File: src/rtl/stdp_pkg.sv
`default_nettype none
package stdp_pkg;

    localparam int unsigned TraceW = 24;
    localparam int unsigned TimeW  = 32;
    localparam int unsigned RateW  = 24;
    localparam int unsigned OpW    = 2;
    localparam int unsigned SynW   = 10;
    localparam int unsigned CfgIdxW = 2;

    localparam logic [TraceW-1:0] TraceMax = 24'hFFFFFF;
    localparam logic [TraceW-1:0] OneQ816  = 24'h010000;

    typedef enum logic [OpW-1:0] {
        OP_ADVANCE = 2'd0,
        OP_PRE     = 2'd1,
        OP_POST    = 2'd2,
        OP_NONE    = 2'd3
    } t_opcode;

    typedef enum logic [CfgIdxW-1:0] {
        CFG_PRE_RATE  = 2'd0,
        CFG_POST_RATE = 2'd1,
        CFG_ELIG_RATE = 2'd2,
        CFG_UNUSED    = 2'd3
    } t_cfg_idx;

    // Controller to datapath
    typedef struct packed {
        logic capture;   // latch input item, issue memory read
        logic prod;      // register elapsed * rate products
        logic factor;    // register table factors
        logic decay;     // register trace * factor products
        logic commit;    // final values, write back, load output
        logic clear;     // clearing pass write
    } t_cmd;

    // Datapath to controller
    typedef struct packed {
        logic is_advance;
    } t_status;

    // exp(-i/64), unsigned Q1.23, built with the Q.32 accumulator recurrence
    function automatic logic [TraceW-1:0] exp_entry(input int unsigned idx);
        logic [63:0] acc;
        logic [63:0] ent;
        acc = 64'h1_0000_0000;
        for (int unsigned k = 0; k < idx; k++) begin
            acc = (acc * 64'd4228380000) >> 32;
        end
        ent = (acc + 64'd256) >> 9;
        return ent[TraceW-1:0];
    endfunction

endpackage
`default_nettype wire

File: src/rtl/stdp_ctrl.sv
`default_nettype none
module stdp_ctrl #(
    parameter int unsigned CLR_DEPTH = 1024
) (
    input  wire logic            i_clk,
    input  wire logic            i_rst_n,
    input  wire logic            i_in_valid,
    output logic                 o_in_ready,
    input  wire logic            i_out_free,
    input  wire stdp_pkg::t_status i_status,
    output stdp_pkg::t_cmd       o_cmd,
    output logic [$clog2(CLR_DEPTH)-1:0] o_clr_addr
);
    localparam int unsigned AW = $clog2(CLR_DEPTH);
    localparam logic [AW-1:0] LastAddr = AW'(CLR_DEPTH - 1);

    typedef enum logic [5:0] {
        S_CLEAR  = 6'b000001,
        S_IDLE   = 6'b000010,
        S_READ   = 6'b000100,
        S_PROD   = 6'b001000,
        S_FACTOR = 6'b010000,
        S_DECAY  = 6'b100000
    } t_state;

    t_state r_state, n_state;
    logic [AW-1:0] r_clr, n_clr;

    always_ff @(posedge i_clk) begin
        if (!i_rst_n) begin
            r_state <= S_CLEAR;
            r_clr   <= '0;
        end else begin
            r_state <= n_state;
            r_clr   <= n_clr;
        end
    end

    always_comb begin
        n_state = r_state;
        n_clr   = r_clr;
        o_cmd   = '0;
        o_in_ready = 1'b0;
        unique case (r_state)
            S_CLEAR: begin
                o_cmd.clear = 1'b1;
                n_clr = r_clr + AW'(1);
                if (r_clr == LastAddr) begin
                    n_state = S_IDLE;
                end
            end
            S_IDLE: begin
                o_in_ready = i_out_free;
                if (i_in_valid && i_out_free) begin
                    o_cmd.capture = 1'b1;
                    n_state = S_READ;
                end
            end
            S_READ: begin
                if (i_status.is_advance) begin
                    o_cmd.prod = 1'b1;
                    n_state = S_PROD;
                end else begin
                    o_cmd.commit = 1'b1;
                    n_state = S_IDLE;
                end
            end
            S_PROD: begin
                o_cmd.factor = 1'b1;
                n_state = S_FACTOR;
            end
            S_FACTOR: begin
                o_cmd.decay = 1'b1;
                n_state = S_DECAY;
            end
            S_DECAY: begin
                o_cmd.commit = 1'b1;
                n_state = S_IDLE;
            end
            default: n_state = S_IDLE;
        endcase
    end

    assign o_clr_addr = r_clr;
endmodule
`default_nettype wire

File: config.mk
export PLATFORM = sky130hd
export DESIGN_NAME = stdp_ctrl
export DESIGN_NICKNAME = d
export VERILOG_FILES = /design/src/rtl/stdp_pkg.sv /design/src/rtl/stdp_ctrl.sv
export SDC_FILE = /design/constraint.sdc
export NUM_CORES = 1
export LEC_CHECK = 0
export ABC_AREA = 1
export BUFFER_PORTS_ARGS = -buffer_cell sky130_fd_sc_hd__buf_2
export CORE_MARGIN = 5
export CORE_UTILIZATION = 46
export DETAILED_ROUTE_END_ITERATION = 6
export PLACE_DENSITY = 0.69
export SYNTH_ARGS = -nofsm -noshare
export SYNTH_HDL_FRONTEND = slang
export SYNTH_SLANG_ARGS = --single-unit
File: constraint.sdc
create_clock -name i_clk -period 1.23 [get_ports i_clk]
set_clock_uncertainty 0.05 [all_clocks]
set_input_delay 0.369 -clock i_clk [delete_from_list [all_inputs] [get_ports i_clk]]
set_output_delay 0.369 -clock i_clk [all_outputs]
set_load 0.03 [all_outputs]
==> metrics.log, run 1 <==
INFO  metric outcome = finished, violations left
INFO  metric failed_checks = setup timing
INFO  metric final_ws_setup = -0.517 ns
INFO  metric route.antenna.remaining_nets = 0
INFO  metric netlist_top_cells_area = sky130_fd_sc_hd__dfxtp_1, sky130_fd_sc_hd__nor2_1, sky130_fd_sc_hd__nand2_1
INFO  metric drv.max_cap_violation_count = 0
INFO  metric final_common_cell = sky130_fd_sc_hd__buf_6
INFO  metric initial_drt_markers = 32
INFO  metric setup.worst_path.class = reg2out
INFO  metric vias_per_cell = between 5 and 6
INFO  metric dr_total_vias = 1,064
INFO  metric synthesis.nets = 134
INFO  metric hold_path_startpoint = i_rst_n
INFO  metric timing.setup.tns = -6.56 ns
INFO  metric crit_fanout = 5
INFO  metric worstReg2RegStart = r_state[4]$_SDFFE_PN0P_
INFO  metric combinational_share_of_power = 28.0%
INFO  metric top_level_ports = 22
INFO  metric worstHoldPathCells = 3
INFO  metric whs_endpoint = o_clr_addr[5]$_SDFFE_PN0P_
INFO  metric power_frac_seq = a little over two fifths
INFO  metric leakage = around 0.73 nW
INFO  metric r2r-end = o_clr_addr[9]$_SDFFE_PN0P_
INFO  metric drv_slew = 0
INFO  metric post_detailed_routing_wire_length = between 3000 and 4000 microns
INFO  metric tightestPinTransition = between 0.2 and 0.3 ns
INFO  metric drt-met1-wl = 1290 microns
INFO  metric layout.core_utilization = 89.8%
INFO  metric antenna_cells = 0
INFO  metric hold_path.class = in2reg
INFO  metric avgRoutedWirePerCell = 15.6 microns
INFO  metric final_net_count = 189
INFO  metric unrepaired_setup_endpoints_after_global_routing = true
INFO  metric post_detailed_placement_half_perimeter_wirelength = 1650 microns
INFO  metric synth-seq-cells = 16
INFO  metric worst-endpoint-required = 0.81 ns
INFO  metric route.detailed.drc = 0
INFO  metric wire_length_of_the_first_global_routing_pass = about 4400 microns
INFO  metric cts_max_level = 1
INFO  metric type_of_origin_of_the_critical_path = flop
INFO  metric p_switching = 0.000427 W
INFO  metric setup_violations = 25
INFO  metric initial_standard_cell_utilization_of_the_core = 49.5%
INFO  metric finalHoldViolations = 0
INFO  metric synth_top_cell_area_share = 36.3%
INFO  metric post_synth_inst_count = 128
INFO  metric row_count = 15
INFO  metric p_sw_share = approximately a third
INFO  metric floorplan.die_area = 2900 sq um
INFO  metric largest_net_degree_at_the_start_of_global_routing = 10
INFO  metric peakVddDrop = around 0.00074 V
INFO  metric routabilityCongestion = approximately 0.79
INFO  metric ys_warn_count = 0
INFO  metric first_global_vias = 968
INFO  metric clk_pin_slew = 0.10 ns
INFO  metric dr.max_layer_used = met4
INFO  metric area_growth = 81.3%
INFO  metric drive_gt1_share = 57.7%
INFO  metric finalNonFillerCells = 207
INFO  metric stdcell_area = 1600 sq um
INFO  metric floorplan.die.width = 53.8 microns
INFO  metric pwr_density_cell = between 800 and 900 nW/um^2
INFO  metric grt.total_usage = 22.0%
INFO  metric cts-buffers-inserted = 3
INFO  metric critical_path_arrival = 1.33 ns
INFO  metric fp.coreArea = 1780 sq um
INFO  metric die_y = 53.8 microns
INFO  metric yosys.cell_types.count = 21
INFO  metric synth_area = around 880 sq um
INFO  metric worst_setup_path_end_kind = primary output
INFO  metric cts_num_sinks = 16
INFO  metric p_int = 0.000884 W
INFO  metric maxClockFrequency = 572 MHz
INFO  metric placed_area = 1220 sq um
INFO  metric clk-insertion-delay-late = 0.30 ns
INFO  metric grt_antenna_before_repair = 0
INFO  metric post_synth.cell_area_avg = 6.90 sq um
INFO  metric timing.reg2reg.worst_path_depth = 10
INFO  metric final.period_utilization = 142%
INFO  metric cts_buffer_depth = 2
INFO  metric pre_cts_ws = -0.279 ns
INFO  metric r2r_setup_slack = -0.42 ns
INFO  metric ctsRootBufferMaster = sky130_fd_sc_hd__clkbuf_4
INFO  metric post-synth-top-area-cell = sky130_fd_sc_hd__dfxtp_1
INFO  metric cts_tree = built
INFO  metric synth.yosys.seq_area_share = 36.3%
INFO  metric met3WireLength = 188 microns
INFO  metric power_frac_clock = 28.0%
INFO  metric grt_remaining_overflow = 0
INFO  metric detail_route.first_pass.iterations = 4
INFO  metric slew_headroom = 82.4%
INFO  metric finalCriticalPeriod = between 1.5 and 2 ns
INFO  metric placed_cells = 187
INFO  metric port_buffers = 21
INFO  metric detailroute.wirelength.met2 = 1720 microns
INFO  metric mostFrequentLayoutCells = sky130_fd_sc_hd__buf_6, sky130_fd_sc_hd__nand2_1, sky130_fd_sc_hd__buf_4
## flip-flops by register name, summed over array words and instances, names as in the netlist
signal,cells
o_clr_addr,10
r_state,6
## per-stage QoR
step | total power (W) | hold WS, ns
final | 0.00131 | 0.317
after global routing | 0.00137 | 0.310
after CTS | 0.00128 | 0.303
after detailed placement | 0.000882 | 0.397
after global placement | 0.000876 | 0.392
after floorplan | 0.000780 | 0.454
## cells by family (layout without fill, tap and decap cells)
| kind of cell | count (synthesis) | in the layout | synth area share (%) |
|---|---|---|---|
| XOR/XNOR | 1 | 1 | 0.992 |
| buffers and inverters | 23 | 77 | 10.3 |
| AO/OA/AOI/OAI | 11 | 11 | 6.23 |
| adder cells (fa/ha/maj) | 1 | 1 | 1.42 |
| flip-flops | 16 | 16 | 36.3 |
| AND/OR/NAND/NOR | 76 | 76 | 44.8 |
## cell type report
type	count	area [sq um]
Multi-Input combinational cell	89	598
Timing Repair Buffer	52	489
Sequential cell	16	365
Fill cell	79	181
Inverter	21	81.3
Clock buffer	4	36.3
Tap cell	25	31.3
## cells in the mapped netlist
| library cell | count |
|---|---|
| sky130_fd_sc_hd__nor2_4 | 4 |
| sky130_fd_sc_hd__nor2_8 | 1 |
| sky130_fd_sc_hd__xor2_1 | 1 |
| sky130_fd_sc_hd__o21ai_1 | 1 |
| sky130_fd_sc_hd__nand3_2 | 2 |
| sky130_fd_sc_hd__a21oi_1 | 5 |
| sky130_fd_sc_hd__o21ai_0 | 5 |
| sky130_fd_sc_hd__nand4_1 | 4 |
| sky130_fd_sc_hd__nand3b_1 | 1 |
| sky130_fd_sc_hd__clkbuf_2 | 1 |
| sky130_fd_sc_hd__nor2_2 | 2 |
| sky130_fd_sc_hd__inv_1 | 21 |
| sky130_fd_sc_hd__nor2_1 | 26 |
| sky130_fd_sc_hd__ha_1 | 1 |
| sky130_fd_sc_hd__nand3_4 | 1 |
| sky130_fd_sc_hd__dfxtp_1 | 16 |
| sky130_fd_sc_hd__nand2_4 | 1 |
| sky130_fd_sc_hd__nand3_1 | 7 |
| sky130_fd_sc_hd__nand2_1 | 25 |
| sky130_fd_sc_hd__buf_4 | 1 |
| sky130_fd_sc_hd__nor3_1 | 2 |
## worst max path at each step
stage	from	endpoint	slack (ns)	depth (start not counted)
CTS	r_state[5]$_SDFFE_PN0P_	o_cmd[1]	-0.49	4
floorplan	r_state[4]$_SDFFE_PN0P_	o_cmd[4]	-0.13	4
global placement	r_state[2]$_SDFFE_PN0P_	o_cmd[1]	-0.21	5
detailed placement	r_state[1]$_SDFFE_PN0P_	o_cmd[1]	-0.28	4
finish	r_state[4]$_SDFFE_PN0P_	o_cmd[1]	-0.52	4
global route	r_state[4]$_SDFFE_PN0P_	o_cmd[1]	-0.56	4
## critical path, cell delays in order (launching register included)
cell and delay (ns):
sky130_fd_sc_hd__dfxtp_2 0.35, sky130_fd_sc_hd__nor2_4 0.24, sky130_fd_sc_hd__nand3_4 0.14, sky130_fd_sc_hd__o21ai_4 0.15, sky130_fd_sc_hd__buf_6 0.15
## routing by layer
metal	global-route usage (%)	vias to the layer above
li1	-	503
met1	24.1	503
met2	39.7	52
met3	6.37	6
met4	7.66	0
met5	0	-
## power by group through the flow
| stage | registers [W] | logic [W] | clock network (W) |
|---|---|---|---|
| 5_1_grt | 0.000579 | 0.000393 | 0.000398 |
| 2_1_floorplan | 0.000631 | 0.000149 | 0 |
| 3_3_place_gp | 0.000592 | 0.000284 | 0 |
| 3_5_place_dp | 0.000594 | 0.000288 | 0 |
| 4_1_cts | 0.000585 | 0.000341 | 0.000358 |
| 6_report | 0.000576 | 0.000367 | 0.000367 |
## repair_timing
| item | CTS | global route |
|---|---|---|
| resized for setup | 57 | 18 |
| hold endpoints to repair | 0 | 0 |
| hold buffers | 0 | 0 |
| setup endpoints to repair | 29 | 30 |
| setup buffers | 12 | 8 |
| gates cloned | 0 | 0 |
| pin swaps | 10 | 8 |
(Power assumes the default switching activity.)
==> run 2, diff against run 1 <==
--- a/config.mk
+++ b/config.mk
@@ -7,7 +7,7 @@
 export LEC_CHECK = 0
 export ABC_AREA = 1
 export BUFFER_PORTS_ARGS = -buffer_cell sky130_fd_sc_hd__buf_2
-export CORE_MARGIN = 5
+export CORE_MARGIN = 1.5
 export CORE_UTILIZATION = 46
 export DETAILED_ROUTE_END_ITERATION = 6
 export PLACE_DENSITY = 0.69
==> metrics.log, run 2 (synthesis gave the netlist of run 1 again) <==
INFO  metric floorplan.die.width = ~47 microns
INFO  metric detail_route.first_pass.iterations = 4
INFO  metric grt_antenna_before_repair = 0
INFO  metric cts_max_level = 1
INFO  metric maxClockFrequency = 572 MHz
INFO  metric vias_per_cell = a little over 5
INFO  metric mostFrequentLayoutCells = sky130_fd_sc_hd__buf_4, sky130_fd_sc_hd__nand2_1, sky130_fd_sc_hd__nor2_1, sky130_fd_sc_hd__buf_6, sky130_fd_sc_hd__inv_1
INFO  metric crit_top_cell = sky130_fd_sc_hd__buf_6
INFO  metric final_common_cell = sky130_fd_sc_hd__buf_4
INFO  metric worstHoldPathCells = 3
INFO  metric cts_tree = built
INFO  metric wire_length_of_the_first_global_routing_pass = 3740 microns
INFO  metric cts_num_sinks = 16
INFO  metric crit_fanout = 5
INFO  metric ctsRootBufferMaster = sky130_fd_sc_hd__clkbuf_4
INFO  metric crit_slowest_cell = sky130_fd_sc_hd__dfxtp_2
INFO  metric dr_total_vias = 1,074
INFO  metric setup_violations = 28
INFO  metric post_detailed_routing_wire_length = between 3000 and 4000 microns
INFO  metric clk_pin_slew = 0.11 ns
INFO  metric finalCriticalPeriod = 1.75 ns
INFO  metric drv.max_cap_violation_count = 0
INFO  metric port_buffers = 21
INFO  metric setup.worst_path.class = reg2out
INFO  metric tightestPinTransition = 0.250 ns
INFO  metric worst_setup_path_end_kind = primary output
INFO  metric critPathBufInv = 2
INFO  metric worst-endpoint-required = 0.81 ns
INFO  metric layout.core_utilization = 90.2%
INFO  metric floorplan.die_area = 2190 sq um
INFO  metric path_depth = 5
INFO  metric top_level_ports = 22
INFO  metric max_ffs_per_register = 10
INFO  metric final_ws_setup = -0.518 ns
INFO  metric cts_buffer_depth = 2
INFO  metric pwr_density_cell = around 870 nW/um^2
INFO  metric clk-insertion-delay-late = 0.31 ns
INFO  metric drive_gt1_share = 57.8%
INFO  metric antenna_cells = 0
INFO  metric initial_standard_cell_utilization_of_the_core = roughly half
INFO  metric first_global_vias = 879
INFO  metric final.period_utilization = 142%
INFO  metric slew_headroom = 83.2%
INFO  metric cts_hold_repair.buffers = 0
INFO  metric routabilityCongestion = 0.810
INFO  metric timing.critical_path.max_delay_family = simple AND/OR/NAND/NOR gates
INFO  metric peakVddDrop = ~0.0011 V
INFO  metric area_growth = 80.2%
INFO  metric largest_net_degree_at_the_start_of_global_routing = 10
INFO  metric outcome = finished, violations left
INFO  metric placed_cells = 187
INFO  metric route.antenna.remaining_nets = 0
INFO  metric grt.total_usage = 24.8%
INFO  metric failed_checks = setup timing
INFO  metric final_net_count = 194
INFO  metric hold_path.class = in2reg
INFO  metric leakage = 0.749 nW
INFO  metric row_count = 15
INFO  metric post_detailed_placement_half_perimeter_wirelength = ~1600 microns
INFO  metric critical_path_s_largest_stage_delay = 0.35 ns
INFO  metric fillerInstances = 88
INFO  metric cts-buffers-inserted = 3
INFO  metric critical_path_arrival = 1.33 ns
INFO  metric finalNonFillerCells = 212
INFO  metric timing.reg2reg.worst_path_depth = 9
INFO  metric crit_chain = nor2_4 > buf_6 > nand2_4 > nor2_8 > buf_6
INFO  metric type_of_origin_of_the_critical_path = flop
INFO  metric grt_remaining_overflow = 0
INFO  metric initial_drt_markers = 26
INFO  metric fp.coreArea = 1760 sq um
INFO  metric die_y = 46.8 microns
INFO  metric finalHoldViolations = 0
INFO  metric route.detailed.drc = 0
INFO  metric avgRoutedWirePerCell = 15.4 microns
INFO  metric unrepaired_setup_endpoints_after_global_routing = true
INFO  metric drv_slew = 0
==> run 2: cell count changes in the layout (fill, tap and decap cells not counted), moves of 2 or more <==
cell                      previous run  this run
sky130_fd_sc_hd__buf_4              19        33
sky130_fd_sc_hd__buf_6              29        20
sky130_fd_sc_hd__inv_1              18        16
sky130_fd_sc_hd__nand2_1            22        24
sky130_fd_sc_hd__nand2_2             3         1
sky130_fd_sc_hd__nor2_1             18        20
sky130_fd_sc_hd__nor2_2              6         4
==> run 2: path summary, 6_finish.rpt <==
path / slack [ns] / from / to
worst min-delay path: 0.28 / i_rst_n / o_clr_addr[5]$_SDFFE_PN0P_
worst min register to register: 0.49 / o_clr_addr[4]$_SDFFE_PN0P_ / o_clr_addr[4]$_SDFFE_PN0P_
worst max register to register: -0.41 / r_state[3]$_SDFFE_PN0P_ / o_clr_addr[3]$_SDFFE_PN0P_
worst max-delay path: -0.52 / r_state[4]$_SDFFE_PN0P_ / o_cmd[0]
==> run 2: area by class of cell <==
cell class	instances	area [sq um]	share of cell area, %
well taps	25	31.3	1.97
flip-flops and latches	16	363	22.8
multi-input cells	89	584	36.7
repair buffers	57	493	31.0
clock buffers	4	36.3	2.28
inverters	21	83.8	5.27
==> run 2: stage by stage <==
step / cell area [sq um] / total power [W] / TNS [ns] / setup WS (ns) / hold WS, ns
finish: 1590 / 0.00138 / -6.84 / -0.518 / 0.284
global route: 1590 / 0.00142 / -8.33 / -0.577 / 0.299
CTS: 1470 / 0.00130 / -5.13 / -0.490 / 0.288
detailed placement: 1220 / 0.000876 / -2.25 / -0.261 / 0.398
global placement: 1220 / 0.000866 / -1.83 / -0.203 / 0.391
floorplan: 981 / 0.000780 / -0.682 / -0.134 / 0.454
==> run 2: report_power, final <==
part           switching [W]  internal, W
clock               0.000205     0.000181
combinational       0.000220     0.000191
sequential         0.0000434     0.000543
total               0.000469     0.000915
==> run 2: worst min-delay path: stages <==
cell	delay [ns]
sky130_fd_sc_hd__buf_2	0.14
sky130_fd_sc_hd__nand2_1	0.07
sky130_fd_sc_hd__nor2_1	0.03
==> run 2: what timing repair did <==
item	CTS	global route
resized for setup	49	15
endpoints found under the setup margin	27	30
pin swaps	7	11
setup buffers	10	11
==> run 2: metal layers <==
| layer | vias to the layer above | wire length (microns) | global-route usage [%] |
|---|---|---|---|
| met5 | - | 0 | 0 |
| met4 | 0 | 138 | 13.3 |
| met3 | 16 | 145 | 3.46 |
| met2 | 39 | 1680 | 45.5 |
| met1 | 498 | 1300 | 27.4 |
| li1 | 521 | - | - |
==> run 3, diff against run 2 <==
--- a/config.mk
+++ b/config.mk
@@ -10,7 +10,9 @@
 export CORE_MARGIN = 1.5
 export CORE_UTILIZATION = 46
 export DETAILED_ROUTE_END_ITERATION = 6
+export MAX_ROUTING_LAYER = met4
 export PLACE_DENSITY = 0.69
+export SLEW_MARGIN = 20
 export SYNTH_ARGS = -nofsm -noshare
 export SYNTH_HDL_FRONTEND = slang
 export SYNTH_SLANG_ARGS = --single-unit
==> metrics.log, run 3 (synthesis gave the netlist of run 1 again) <==
INFO  metric largest_net_degree_at_the_start_of_global_routing = 10
INFO  metric stdcell_area = 1590 sq um
INFO  metric crit_slowest_cell = sky130_fd_sc_hd__dfxtp_2
INFO  metric placed_cells = 187
INFO  metric avgRoutedWirePerCell = 15.3 microns
INFO  metric clk_pin_slew = 0.11 ns
INFO  metric power_frac_seq = between 40% and 50%
INFO  metric hold-worst-slack = approximately 0.29 ns
INFO  metric mostFrequentLayoutCells = sky130_fd_sc_hd__buf_4, sky130_fd_sc_hd__nand2_1, sky130_fd_sc_hd__nor2_1, sky130_fd_sc_hd__buf_6, sky130_fd_sc_hd__inv_1
INFO  metric clk-insertion-delay-late = 0.30 ns
INFO  metric critical_path_arrival = 1.33 ns
INFO  metric crit_fanout = 5
INFO  metric final_net_count = ~190
INFO  metric route.detailed.drc = 0
INFO  metric fillerInstances = 88
INFO  metric critical_path_s_largest_stage_delay = about 0.36 ns
INFO  metric area_growth = 80.2%
INFO  metric slew_headroom = 83.2%
INFO  metric floorplan.die.width = 46.8 microns
INFO  metric maxClockFrequency = 572 MHz
INFO  metric final_common_cell = sky130_fd_sc_hd__buf_4
INFO  metric cts_tree = built
INFO  metric worst-endpoint-required = 0.81 ns
INFO  metric leakage = 0.749 nW
INFO  metric dr_total_vias = 1,096
INFO  metric drv_slew = 0
INFO  metric drv.max_cap_violation_count = 0
INFO  metric final.period_utilization = 142%
INFO  metric setup.worst_path.class = reg2out
INFO  metric p_sw_share = between 30% and 40%
INFO  metric tightestPinTransition = between 0.2 and 0.25 ns
INFO  metric initial_standard_cell_utilization_of_the_core = 50.1%
INFO  metric peakVddDrop = 0.00111 V
INFO  metric final_ws_setup = -0.518 ns
INFO  metric seq_area = 363 sq um
INFO  metric layout.core_utilization = around nine tenths
INFO  metric top_level_ports = 22
INFO  metric pwr_density_cell = 869 nW/um^2
INFO  metric multiInputGateArea = between 500 and 600 sq um
INFO  metric fp.coreArea = about 1800 sq um
INFO  metric timing.setup.tns = -6.84 ns
INFO  metric hold_path.class = in2reg
INFO  metric post_detailed_routing_wire_length = 3250 microns
INFO  metric floorplan.die_area = 2190 sq um
INFO  metric cts_max_level = 1
INFO  metric drive_gt1_share = between 50 and 60%
INFO  metric route.antenna.remaining_nets = 0
INFO  metric power_frac_clock = 27.7%
INFO  metric antenna_cells = 0
INFO  metric crit_top_cell = sky130_fd_sc_hd__buf_6
INFO  metric first_global_vias = roughly 900
INFO  metric failed_checks = setup timing
INFO  metric post_detailed_placement_half_perimeter_wirelength = ~1600 microns
INFO  metric vias_per_cell = 5.17
INFO  metric die_y = 46.8 microns
INFO  metric crit_chain = nor2_4 > buf_6 > nand2_4 > nor2_8 > buf_6
INFO  metric timing.reg2reg.worst_path_depth = 9
INFO  metric combinational_share_of_power = 29.8%
INFO  metric row_count = 15
INFO  metric cts_num_sinks = 16
INFO  metric finalCriticalPeriod = ~1.7 ns
INFO  metric finalNonFillerCells = 212
INFO  metric initial_drt_markers = 30
INFO  metric outcome = finished, violations left
INFO  metric cts_buffer_depth = 2
INFO  metric worst_setup_path_end_kind = primary output
INFO  metric p_int = roughly 0.0009 W
INFO  metric placed_area = 1220 sq um
INFO  metric ctsRootBufferMaster = sky130_fd_sc_hd__clkbuf_4
INFO  metric finalHoldViolations = 0
INFO  metric grt_remaining_overflow = 0
INFO  metric port_buffers = 21
INFO  metric detail_route.first_pass.iterations = 4
INFO  metric type_of_origin_of_the_critical_path = flop
INFO  metric unrepaired_setup_endpoints_after_global_routing = true
INFO  metric worstHoldPathCells = 3
INFO  metric grt.total_usage = approximately a quarter
INFO  metric cts_hold_repair.buffers = 0
INFO  metric cts-buffers-inserted = 3
INFO  metric setup_violations = 27
INFO  metric p_switching = 0.000468 W
INFO  metric max_ffs_per_register = 10
INFO  metric wire_length_of_the_first_global_routing_pass = 3740 microns
INFO  metric grt_antenna_before_repair = 0
INFO  metric routabilityCongestion = 0.821
[run 3: cell counts in the layout (fill, tap and decap cells not counted)]
Identical to the previous run, type by type.
[run 3: layout make-up]
class	count	area share (%)
Clock buffer	4	2.28
Inverter	21	5.27
Multi-Input combinational cell	89	36.7
Sequential cell	16	22.8
Tap cell	25	1.97
Timing Repair Buffer	57	31.0
[run 3: stage by stage]
step	power (W)	setup slack [ns]
5_1_grt	0.00142	-0.580
3_5_place_dp	0.000876	-0.261
2_1_floorplan	0.000780	-0.134
6_report	0.00138	-0.518
3_3_place_gp	0.000866	-0.203
4_1_cts	0.00130	-0.490
[run 3: power groups by stage]
stage / registers, W / clock network, W / logic [W]
2_1_floorplan: 0.000631 / 0 / 0.000149
3_3_place_gp: 0.000592 / 0 / 0.000274
3_5_place_dp: 0.000595 / 0 / 0.000282
4_1_cts: 0.000583 / 0.000373 / 0.000347
5_1_grt: 0.000590 / 0.000397 / 0.000435
6_report: 0.000588 / 0.000384 / 0.000411
[run 3: critical path, delay by kind of cell, from the launching register on]
kind / cells / cell delay [ns]
buffers and inverters: 2 / 0.28
DFF: 1 / 0.36
and+or+nand+nor: 3 / 0.38
[run 3: per-layer routing]
layer | up-vias | global-route usage [%] | part of all wire (%)
li1 | 522 | - | -
met1 | 503 | 27.4 | 39
met2 | 51 | 45.5 | 50
met3 | 20 | 3.46 | 5.9
met4 | 0 | 13.3 | 4.7
met5 | - | - | 0
[run 3: path summary, 6_finish.rpt]
kind | startpoint | end | slack [ns]
max reg2reg | r_state[4]$_SDFFE_PN0P_ | r_state[1]$_SDFFE_PN0P_ | -0.42
max | r_state[4]$_SDFFE_PN0P_ | o_cmd[0] | -0.52
min | i_rst_n | o_clr_addr[5]$_SDFFE_PN0P_ | 0.29
min reg2reg | o_clr_addr[4]$_SDFFE_PN0P_ | o_clr_addr[4]$_SDFFE_PN0P_ | 0.49
[run 3: what timing repair did]
action,CTS,global route
cloned,0,0
setup endpoints to repair,27,30
resized for setup,49,15
buffers inserted,10,11
pin swaps,7,11
